### config.mk
export PLATFORM = sky130hd
export DESIGN_NAME = counting_semaphore_waitq_top
export DESIGN_NICKNAME = d
export VERILOG_FILES = /design/src/rtl/core/csw_pkg.sv /design/src/rtl/core/csw_ctrl.sv /design/src/rtl/core/csw_dp.sv /design/src/rtl/core/counting_semaphore_waitq_top.sv
export SDC_FILE = /design/constraint.sdc
export NUM_CORES = 1
export LEC_CHECK = 0
export BUFFER_PORTS_ARGS = -buffer_cell sky130_fd_sc_hd__buf_2
export CORE_MARGIN = 2
export CORE_UTILIZATION = 54
export CTS_CLUSTER_DIAMETER = 50
export DETAILED_ROUTE_END_ITERATION = 8
export GPL_ROUTABILITY_DRIVEN = 0
export PLACE_DENSITY = 0.75
export SLEW_MARGIN = 10
export SYNTH_ARGS = -nofsm -noshare
export SYNTH_HDL_FRONTEND = slang
export SYNTH_SLANG_ARGS = --single-unit
### constraint.sdc
create_clock -name clk -period 4.5 [get_ports clk]
set_input_delay 0.45 -clock clk [delete_from_list [all_inputs] [get_ports clk]]
set_output_delay 0.45 -clock clk [all_outputs]
set_load 0.005 [all_outputs]
### src/rtl/core/csw_pkg.sv
`default_nettype none

package csw_pkg;

  // Fixed sizes of the semaphore.
  localparam int QUEUE_DEPTH = 16;
  localparam int QPTR_W      = $clog2(QUEUE_DEPTH);
  localparam int WCNT_W      = $clog2(QUEUE_DEPTH + 1);
  localparam int TID_W       = 8;
  localparam int COUNT_W     = 16;
  localparam int VALUE_W     = 17;
  localparam int ACTION_W    = 2;
  localparam int STATUS_W    = 3;
  localparam int APB_DATA_W  = 32;
  localparam int APB_ADDR_W  = 3;

  localparam logic [COUNT_W-1:0]    COUNT_MAX  = {COUNT_W{1'b1}};
  localparam logic [QPTR_W-1:0]     QPTR_LAST  = QPTR_W'(QUEUE_DEPTH - 1);
  localparam logic [WCNT_W-1:0]     WCNT_FULL  = WCNT_W'(QUEUE_DEPTH);
  localparam logic [APB_ADDR_W-1:0] ADDR_INIT_COUNT = '0;

  // Request codes.
  localparam logic [ACTION_W-1:0] ACT_DOWN  = 2'd0;
  localparam logic [ACTION_W-1:0] ACT_UP    = 2'd1;
  localparam logic [ACTION_W-1:0] ACT_QUERY = 2'd2;

  // Result status codes.
  localparam logic [STATUS_W-1:0] STS_ACQUIRED = 3'd0;
  localparam logic [STATUS_W-1:0] STS_BLOCKED  = 3'd1;
  localparam logic [STATUS_W-1:0] STS_RELEASED = 3'd2;
  localparam logic [STATUS_W-1:0] STS_VALUE    = 3'd3;
  localparam logic [STATUS_W-1:0] STS_ERROR    = 3'd4;

  typedef enum logic [2:0] {
    ST_IDLE = 3'b001,
    ST_EXEC = 3'b010,
    ST_DONE = 3'b100
  } state_t;

  // Commands from the controller to the datapath.
  typedef struct packed {
    logic take;   // capture the request and read the queue head
    logic exec;   // apply the request and load the result register
  } dp_cmd_t;

  // Status from the datapath.
  typedef struct packed {
    logic [WCNT_W-1:0] wait_cnt;
    logic              count_zero;
  } dp_sts_t;

endpackage

`default_nettype wire

### src/rtl/core/csw_ctrl.sv
`default_nettype none

// Sequences one item at a time: capture, execute, present the result.
module csw_ctrl (
  input  wire logic             clk,
  input  wire logic             rst_n,
  input  wire logic             in_valid,
  output logic                  in_stall,
  output logic                  out_valid,
  input  wire logic             out_stall,
  output csw_pkg::dp_cmd_t      cmd
);

  csw_pkg::state_t state_r, state_nxt;

  always_comb begin
    state_nxt = state_r;
    cmd.take  = 1'b0;
    cmd.exec  = 1'b0;
    case (state_r)
      csw_pkg::ST_IDLE: begin
        if (in_valid) begin
          cmd.take  = 1'b1;
          state_nxt = csw_pkg::ST_EXEC;
        end
      end
      csw_pkg::ST_EXEC: begin
        cmd.exec  = 1'b1;
        state_nxt = csw_pkg::ST_DONE;
      end
      csw_pkg::ST_DONE: begin
        if (!out_stall) begin
          state_nxt = csw_pkg::ST_IDLE;
        end
      end
      default: begin
        state_nxt = csw_pkg::ST_IDLE;
      end
    endcase
  end

  always_ff @(posedge clk) begin
    if (!rst_n) begin
      state_r <= csw_pkg::ST_IDLE;
    end else begin
      state_r <= state_nxt;
    end
  end

  assign in_stall  = (state_r != csw_pkg::ST_IDLE);
  assign out_valid = (state_r == csw_pkg::ST_DONE);

endmodule

`default_nettype wire

### src/rtl/core/csw_dp.sv
`default_nettype none

// Count, wait queue and result register.
module csw_dp (
  input  wire logic                          clk,
  input  wire logic                          rst_n,
  input  wire csw_pkg::dp_cmd_t              cmd,
  output csw_pkg::dp_sts_t                   sts,
  input  wire logic [csw_pkg::ACTION_W-1:0]  in_action,
  input  wire logic [csw_pkg::TID_W-1:0]     in_thread_id,
  input  wire logic                          cfg_we,
  input  wire logic [csw_pkg::COUNT_W-1:0]   cfg_data,
  output logic [csw_pkg::COUNT_W-1:0]        init_count,
  output logic [csw_pkg::STATUS_W-1:0]       res_status,
  output logic                               res_woken_valid,
  output logic [csw_pkg::TID_W-1:0]          res_woken_thread,
  output logic signed [csw_pkg::VALUE_W-1:0] res_value
);

  logic [csw_pkg::TID_W-1:0]    mem [csw_pkg::QUEUE_DEPTH];

  logic [csw_pkg::COUNT_W-1:0]  init_r;
  logic [csw_pkg::COUNT_W-1:0]  count_r, count_nxt;
  logic [csw_pkg::QPTR_W-1:0]   head_r, head_nxt;
  logic [csw_pkg::QPTR_W-1:0]   tail_r, tail_nxt;
  logic [csw_pkg::WCNT_W-1:0]   wcnt_r, wcnt_nxt;
  logic [csw_pkg::ACTION_W-1:0] act_r;
  logic [csw_pkg::TID_W-1:0]    tid_r;
  logic [csw_pkg::TID_W-1:0]    head_data_r;
  logic                         push;

  logic [csw_pkg::STATUS_W-1:0]       status_nxt;
  logic                               wvalid_nxt;
  logic [csw_pkg::TID_W-1:0]          wtid_nxt;
  logic signed [csw_pkg::VALUE_W-1:0] value_nxt;

  always_comb begin
    count_nxt  = count_r;
    head_nxt   = head_r;
    tail_nxt   = tail_r;
    wcnt_nxt   = wcnt_r;
    push       = 1'b0;
    status_nxt = csw_pkg::STS_ERROR;
    wvalid_nxt = 1'b0;
    wtid_nxt   = '0;
    value_nxt  = '0;
    case (act_r)
      csw_pkg::ACT_DOWN: begin
        if (count_r != '0) begin
          count_nxt  = count_r - 1'b1;
          status_nxt = csw_pkg::STS_ACQUIRED;
        end else if (wcnt_r < csw_pkg::WCNT_FULL) begin
          push       = 1'b1;
          tail_nxt   = (tail_r == csw_pkg::QPTR_LAST) ? '0 : tail_r + 1'b1;
          wcnt_nxt   = wcnt_r + 1'b1;
          status_nxt = csw_pkg::STS_BLOCKED;
        end
      end
      csw_pkg::ACT_UP: begin
        if (wcnt_r != '0) begin
          wtid_nxt   = head_data_r;
          wvalid_nxt = 1'b1;
          head_nxt   = (head_r == csw_pkg::QPTR_LAST) ? '0 : head_r + 1'b1;
          wcnt_nxt   = wcnt_r - 1'b1;
          status_nxt = csw_pkg::STS_RELEASED;
        end else if (count_r != csw_pkg::COUNT_MAX) begin
          count_nxt  = count_r + 1'b1;
          status_nxt = csw_pkg::STS_RELEASED;
        end
      end
      csw_pkg::ACT_QUERY: begin
        if (count_r != '0) begin
          value_nxt = signed'(csw_pkg::VALUE_W'(count_r));
        end else begin
          value_nxt = signed'(csw_pkg::VALUE_W'(0) - csw_pkg::VALUE_W'(wcnt_r));
        end
        status_nxt = csw_pkg::STS_VALUE;
      end
      default: begin
        status_nxt = csw_pkg::STS_ERROR;
      end
    endcase
  end

  // Control state.
  always_ff @(posedge clk) begin
    if (!rst_n) begin
      init_r  <= '0;
      count_r <= '0;
      head_r  <= '0;
      tail_r  <= '0;
      wcnt_r  <= '0;
    end else if (cfg_we) begin
      init_r  <= cfg_data;
      count_r <= cfg_data;
    end else if (cmd.exec) begin
      count_r <= count_nxt;
      head_r  <= head_nxt;
      tail_r  <= tail_nxt;
      wcnt_r  <= wcnt_nxt;
    end
  end

  // Request capture, queue storage and result register.
  always_ff @(posedge clk) begin
    if (cmd.take) begin
      act_r       <= in_action;
      tid_r       <= in_thread_id;
      head_data_r <= mem[head_r];
    end
    if (cmd.exec && push) begin
      mem[tail_r] <= tid_r;
    end
    if (cmd.exec) begin
      res_status       <= status_nxt;
      res_woken_valid  <= wvalid_nxt;
      res_woken_thread <= wtid_nxt;
      res_value        <= value_nxt;
    end
  end

  assign init_count     = init_r;
  assign sts.wait_cnt   = wcnt_r;
  assign sts.count_zero = (count_r == '0);

endmodule

`default_nettype wire

### src/rtl/core/counting_semaphore_waitq_top.sv
`default_nettype none

// Counting semaphore with a FIFO queue of up to 16 waiting thread ids. Each
// item is a down, an up or a query tagged with an 8-bit thread id, and every
// item gives exactly one result item. A down takes a unit when the count is
// nonzero and otherwise queues the thread and reports blocked; an up hands
// its unit straight to the oldest waiter (reporting its id) or, with no
// waiters, increments the count; a query reports the count, or minus the
// number of waiters when the count is zero. A full queue, a count overflow
// and the unused action code report an error and change nothing. Writing
// initial_count (byte address 0) stores it and loads the count at once; the
// queue is untouched. Reset clears the register, so the count starts at 0.
// One item is handled at a time: it is captured and the queue head is read
// from the queue memory, then it is applied, then the result is presented.
// A stalled result holds the next item off until it has been taken.
module counting_semaphore_waitq_top (
  input  wire logic                                 clk,
  input  wire logic                                 rst_n,
  // request channel
  input  wire logic                                 in_valid,
  output logic                                      in_stall,
  input  wire logic [csw_pkg::ACTION_W-1:0]         in_action,
  input  wire logic [csw_pkg::TID_W-1:0]            in_thread_id,
  // result channel
  output logic                                      out_valid,
  input  wire logic                                 out_stall,
  output logic [csw_pkg::STATUS_W-1:0]              out_status,
  output logic                                      out_woken_valid,
  output logic [csw_pkg::TID_W-1:0]                 out_woken_thread,
  output logic signed [csw_pkg::VALUE_W-1:0]        out_value,
  // configuration port
  input  wire logic                                 psel,
  input  wire logic                                 penable,
  input  wire logic                                 pwrite,
  input  wire logic [csw_pkg::APB_ADDR_W-1:0]       paddr,
  input  wire logic [csw_pkg::APB_DATA_W-1:0]       pwdata,
  output logic [csw_pkg::APB_DATA_W-1:0]            prdata,
  output logic                                      pready
);

  csw_pkg::dp_cmd_t cmd;
  csw_pkg::dp_sts_t sts;

  logic                         cfg_we;
  logic [csw_pkg::COUNT_W-1:0]  init_count;

  // The port never inserts wait states. Only the one register is decoded;
  // writes elsewhere are ignored and reads there return zero.
  assign pready = 1'b1;
  assign cfg_we = psel && penable && pwrite && (paddr == csw_pkg::ADDR_INIT_COUNT);
  assign prdata = (paddr == csw_pkg::ADDR_INIT_COUNT) ?
                  csw_pkg::APB_DATA_W'(init_count) : '0;

  // The controller decides when an item is taken and when its result is shown.
  csw_ctrl u_ctrl (
    .clk       (clk),
    .rst_n     (rst_n),
    .in_valid  (in_valid),
    .in_stall  (in_stall),
    .out_valid (out_valid),
    .out_stall (out_stall),
    .cmd       (cmd)
  );

  // The datapath holds the count, the wait queue and the result register,
  // which stays put while the result is stalled.
  csw_dp u_dp (
    .clk              (clk),
    .rst_n            (rst_n),
    .cmd              (cmd),
    .sts              (sts),
    .in_action        (in_action),
    .in_thread_id     (in_thread_id),
    .cfg_we           (cfg_we),
    .cfg_data         (pwdata[csw_pkg::COUNT_W-1:0]),
    .init_count       (init_count),
    .res_status       (out_status),
    .res_woken_valid  (out_woken_valid),
    .res_woken_thread (out_woken_thread),
    .res_value        (out_value)
  );

  // The number of waiters can never exceed the queue depth.
  a_wcnt_bound: assert property (@(posedge clk) disable iff (!rst_n)
    sts.wait_cnt <= csw_pkg::WCNT_FULL)
    else $error("waiter count beyond queue depth");

  // A down is only ever blocked when no unit was free, and a blocked down
  // leaves the count as it found it.
  a_blocked_zero_count: assert property (@(posedge clk) disable iff (!rst_n)
    out_valid && (out_status == csw_pkg::STS_BLOCKED) |-> sts.count_zero)
    else $error("down blocked while units are free");

  // No new item is taken while a result is on show.
  a_one_at_a_time: assert property (@(posedge clk) disable iff (!rst_n)
    out_valid |-> in_stall)
    else $error("item accepted while a result is pending");

  // A woken thread is only ever reported for a release.
  a_woken_release: assert property (@(posedge clk) disable iff (!rst_n)
    out_valid && out_woken_valid |-> out_status == csw_pkg::STS_RELEASED)
    else $error("woken thread on a result that is not a release");

endmodule

`default_nettype wire
==> results of run 1 <==
-- stage by stage --
step | instances | utilization | total power, mW
2_1_floorplan | 711 | - | 2.43
3_3_place_gp | 981 | 0.580 | 2.47
3_5_place_dp | 981 | 0.580 | 2.48
4_1_cts | 1029 | 0.627 | 4.47
5_1_grt | 1029 | 0.627 | 4.59
6_report | 1029 | 0.627 | 4.45
-- per-layer routing --
layer | track usage | routed length, um | up-vias
met1 | 0.298 | 8500 | 2895
met3 | 0.0442 | 1740 | 30
met4 | 0.0628 | 399 | 0
met5 | 0 | 0 | -
li1 | - | - | 2743
met2 | 0.340 | 9610 | 264
-- cells in the final DEF, fill, tap and decap left out, types with 3 or more instances in the layout --
cell        count
o211ai_1        3
xor2_1          9
mux4_2         40
nand2_1        64
clkinvlp_4      4
and3_1         11
conb_1         17
edfxtp_1      175
and2_1         19
nand3_1         7
nor2_2          3
buf_4           9
xnor2_1        13
dfxtp_1        47
a31oi_1         3
ha_1           26
a21oi_1        51
nor2b_1         4
a21oi_2         3
or3_1           3
nor4_1          6
clkinv_2        5
nor3_1          9
nor2_1         44
nand2b_1        6
nand4_1         5
clkinv_1        6
a21o_1         19
o21ai_0        17
mux2i_1        12
clkbuf_16      26
inv_1          14
mux2_2          3
a211oi_1        5
buf_2          82
-- final timing paths --
| check | depth (start not counted) | slack, ps | end | start |
|---|---|---|---|---|
| min reg2reg | 2 | 460 | u_dp.init_count[3] | u_dp.init_count[3] |
| max reg2reg | 12 | 1290 | u_dp.count_r[14] | u_dp.act_r[0] |
| max | 12 | 1290 | u_dp.count_r[14] | u_dp.act_r[0] |
| min | 1 | 100 | u_dp.tid_r[5] | in_thread_id[5] |
-- where the power goes --
| part | internal (mW) | leakage [nW] | switching (mW) |
|---|---|---|---|
| Sequential | 2.24 | 1.99 | 0.0315 |
| Combinational | 0.0622 | 1.70 | 0.100 |
| Clock | 1.19 | 0.402 | 0.828 |
| Total | 3.49 | 4.10 | 0.960 |
-- registers in the layout, indices dropped and copies added, names as in the netlist --
register,cells
u_dp.count_r,16
u_dp.head_r,4
u_dp.tid_r,8
u_dp.res_value,17
u_dp.wcnt_r,5
u_dp.res_status,3
u_dp.act_r,2
u_dp.head_data_r,8
u_dp.init_count,16
u_dp.res_woken_thread,8
u_ctrl.state_r,3
u_dp.mem,128
u_dp.res_woken_valid,1
u_dp.tail_r,4
-- cells by family after synthesis --
logic type	after synthesis
adder cells (fa/ha/maj)	28
other	2
AND/OR/NAND/NOR	190
flip-flops	223
buffers and inverters	65
XOR/XNOR	22
multiplexers	55
AO/OA/AOI/OAI	111
-- final cells by class --
cell class	count	area, um2	area share
Sequential cell	223	6220	0.556
Multi-Input combinational cell	423	3300	0.295
Clock buffer	28	658	0.0589
Inverter	15	56.3	0.00504
Clock inverter	20	181	0.0162
Timing Repair Buffer	91	478	0.0427
Tap cell	229	287	0.0256
==> metrics, run 1 <==
status=completed; Compound-Gate Fraction of Synth Area=0.0729; P&R area growth vs syn=14.3%; Fin. Hold Viols=0; min setup slack post-route=around 1300 ps; Congestion Overflow GR=0; initial antenna violation count=0; Post-synth top cells=edfxtp_1, nand2_1, a21oi_1; CP endpoint kind=flip-flop; largest net degree at the start of global routing=43; Arr. time, crit path=approximately 3600 ps; Num CTS Buffers=26; min-delay worst type=input port to flip-flop; Final TNS setup=0 ps; Crit path max-delay family=compound AO/OA/AOI/OAI gates; top cell type's share of synthesized area=0.537; largest family of logic cells by synthesized area=multiplexers; Core ar.=17800 um2; Area after DPL=a little over 10000 um2; proportion of layout cells with a drive suffix above 1=0.239; Leakage=4.10 nW; Setup CP Type=flip-flop to flip-flop; Async S/R FF share, synth=0; Setup violations, final=0; Hold Slack=101 ps; Post-Synth XOR/XNOR Area=0.0197; most used cell, CP=a21oi_2; total global routing track utilization=0.212; placed wire-length estimate=13.6 mm; routed length per placed instance=19.7 um; top-count cell post-synth=edfxtp_1; vias in the first global route=a little under 6000; cts hold-fix bufs=0; RSZ-0062 raised after global routing=no; Die Y=about 140 um; First-pass DRT Iterations=5; Avg Inst Size Synth=~14 um2; simple-gate share of the synthesized area=0.0928; initial core utilization=0.548; global-route wire length before repair=~32 mm; Vias/cell=approximately 5.8; Slew HR=0.225; Max-Cap Viols=0; CTS tree=built; # clock sinks=between 200 and 250; number of synthesized register bits=223; number of port buffers=82; Synth area leader=edfxtp_1; Power per Cell Area=398 nW/um2; worst path cell trace=nand2_1 > buf_4 > inv_1 > fa_1 > nor2b_1 > o21ai_2 > a21oi_2 > o41ai_4 > o31ai_2 > a21oi_2 > mux2i_1 > nor4_1; ANT cells=0; Seq/Total Area, Yosys=0.635; total number of vias=approximately 5900; FILL cells=between 1000 and 1500; post-synthesis mux area share=0.108; CP startpoint kind=flip-flop; final wirelength=roughly 20 mm; WP data required=about 4900 ps; antenna viol nets, final=0; chip width=between 100 and 150 um; Residual DRC=0; Synth Area in Adders=0.0373; Worst Clk Skew=approximately 17 ps; Final Net Count=860; Starting DRT DRC Count=550; fin crit share=0.713; Worst path max stage delay=between 500 and 600 ps; clk_lat worst skew=about 520 ps; YS warnings=0; Pins Over Slew Limit=0; Top FF cell, synth=edfxtp_1; library cells used by synthesis=51; IO Pins=between 100 and 150; Area contributors post-synth=edfxtp_1, dfxtp_1, mux4_2; Slew @ Worst Pin=approximately 1200 ps; Setup WS pre-CTS=1340 ps; clock root buffer=clkbuf_16; Crit path buffers/inverters=2; CTS Buffer Depth=3; EDFF count, synth=around 180; die area=19200 um2; CTS resizes=0; crit-path max FO=21; depth of the CTS H-tree=1; Core Rows=49; slowest CP cell=edfxtp_1; VDD IR-drop max=between 300 and 400 uV; Reg clk slew, reported paths=approximately 60 ps; FMAX=between 300 and 400 MHz; fin crit period=roughly 3200 ps; Mapped Area=between 9000 and 10000 um2; gate count of the mapped netlist=between 600 and 700; post-CTS setup buffers=0; final instance area=11200 um2
No activity file was read; power rests on OpenSTA's default activity.
==> run 2, diff against run 1 <==
clock period = 3.3 ns   (was 4.5 ns; I/O delays follow)
==> run 2 against run 1 <==
  * Critical endpoint is now u_dp.mem[7][0]
  * Largest power group unchanged
  * Register-to-register slack lost 1100 ps
  * Die area unchanged
  * First-iteration DRC count down 4.7%
  * Via count increased by 1.8%
  * Cell count grew 1.9%
  * Flip-flop and latch count stayed put
  * Worst hold slack worse by 85 ps
  * Non-clock buffer count up 22
==> metrics, run 2 (synthesized netlist as in run 1, its figures left out) <==
Fin. Hold Viols=0 (unchanged); Final Net Count=881 (+2.4%); fin crit period=3140 ps (-74.9 ps); largest net degree at the start of global routing=41 (-4.7%); CTS Buffer Depth=3 (unchanged); IO Pins=116 (unchanged); total number of vias=6036 (+1.8%); fin crit share=0.950 (+0.237); Max-Cap Viols=0 (unchanged); Residual DRC=0 (unchanged); min-delay worst type=input port to flip-flop; Core ar.=17800 um2 (unchanged); Hold Startpoint=in_thread_id[1]; placed wire-length estimate=13.4 mm (-1.6%); Most Crowded Layer GR=met2; Reg clk slew, reported paths=60 ps (about the same); most frequent cells in the layout=edfxtp_1, buf_2, nand2_1; FMAX=319 MHz (+2.4%); Leakage=4.19 nW (+2.3%); RSZ-0062 raised after global routing=no; initial core utilization=0.548 (unchanged); Worst Clk Skew=9.14 ps (-7.78 ps); Power per Cell Area=532 nW/um2 (+34%); CTS tree=built; First-pass DRT Iterations=5 (unchanged); Regs by FF count=u_dp.mem (128), u_dp.res_value (17); Die Y=139 um (unchanged); WP data required=3440 ps (-1490 ps); M1 GR Usage=0.298 (+0.000445); Crit path buffers/inverters=0 (-2); commonest non-fill, non-tap cell in the layout=edfxtp_1; max FFs per register=128 (unchanged); global-route wire length before repair=32.8 mm (+2.2%); Pins Over Slew Limit=0 (unchanged); Vias/cell=5.75 (-0.19%); Critical Path Source=u_dp.count_r[1]; worst path cell trace=nor4_1 > and4_1 > and3_1 > nand2_1 > nor2_1; Num CTS Buffers=25 (-3.8%); status=completed; slowest CP cell=nor2_1; Arr. time, crit path=3280 ps (-360 ps); proportion of layout cells with a drive suffix above 1=0.244 (+0.00515); Congestion Overflow GR=0 (unchanged); initial antenna violation count=0 (unchanged); crit-path max FO=11 (-48%); vias in the first global route=6207 (+4.7%); number of port buffers=82 (unchanged); Slew HR=0.474 (+0.249); chip width=139 um (unchanged); Top reg by flops=u_dp.mem; Worst path max stage delay=650 ps (+130 ps); routed length per placed instance=19.1 um (-2.8%); placed instance count=995 (+1.4%); die area=19200 um2 (unchanged); final instance area=11300 um2 (+1.5%); Core Rows=49 (unchanged); Crit path max-delay family=simple AND/OR/NAND/NOR gates; Setup violations, final=0 (unchanged); CP endpoint kind=flip-flop; RR Startpoint=u_dp.count_r[1]; final wirelength=20.1 mm (-0.86%); depth of the CTS H-tree=1 (unchanged); P&R area growth vs syn=16.0%; Final TNS setup=0 ps (unchanged); Area after DPL=10500 um2 (+1.1%); VDD IR-drop max=445 uV (+22%); clock root buffer=clkbuf_16; met2 Resource Use GR=0.344 (+0.00469); total global routing track utilization=0.214 (+0.00197); clk_lat worst skew=520 ps (about the same); met3 Use GR=0.0439 (-0.000345); antenna viol nets, final=0 (unchanged); Starting DRT DRC Count=524 (-4.7%); post-CTS setup buffers=0 (unchanged); # clock sinks=223 (unchanged); Post-Layout Cell Count=1049 (+1.9%); FILL cells=1261 (-4.5%); Slew @ Worst Pin=786 ps (-374 ps); ANT cells=0 (unchanged); Setup CP Type=flip-flop to flip-flop; CP startpoint kind=flip-flop
[run 2: what timing repair did]
action | CTS | global route
setup endpoints to repair | 0 | 1
hold buffers | 7 | 1
hold endpoints to repair | 7 | 1
resized for setup | 0 | 1
[run 2: power by group]
group          switching [mW]  leakage, nW  internal [mW]
logic                   0.143         1.82         0.0963
registers              0.0435         1.99           3.06
clock network            1.06        0.383           1.63
[run 2: through the flow]
step	total power, mW	utilization	worst slack [ps]	hold WS (ps)
2_1_floorplan	3.32	-	326	429
6_report	6.03	0.636	165	15.7
3_5_place_dp	3.39	0.586	259	450
3_3_place_gp	3.37	0.586	410	439
4_1_cts	6.06	0.635	236	2.17
5_1_grt	6.22	0.636	27.1	0.279
[run 2: final timing paths]
path	end	slack (ps)	cells past startpoint
min	u_dp.tid_r[1]	20	1
min reg2reg	u_dp.init_count[2]	460	2
max reg2reg	u_dp.mem[7][0]	160	5
max	u_dp.mem[7][0]	160	5
[run 2: worst register-to-register path, stage by stage (launching register included)]
cell and delay, ps:
dfxtp_1 380, nor4_1 610, and4_1 510, and3_1 410, nand2_1 200, nor2_1 650
[run 2: layout make-up]
type                       count  area, um2  area share
tap                          229        287      0.0252
clock inverter                16        163      0.0143
inverter                      15       56.3     0.00496
multi-input combinational    423       3310       0.291
timing repair buffer         113        676      0.0595
clock buffer                  30        644      0.0568
sequential                   223       6220       0.548
[run 2: per-layer routing]
metal / part of all wire / vias to the layer above
li1: - / 2781
met1: 0.44 / 2990
met2: 0.48 / 228
met3: 0.063 / 37
met4: 0.021 / 0
met5: 0 / -
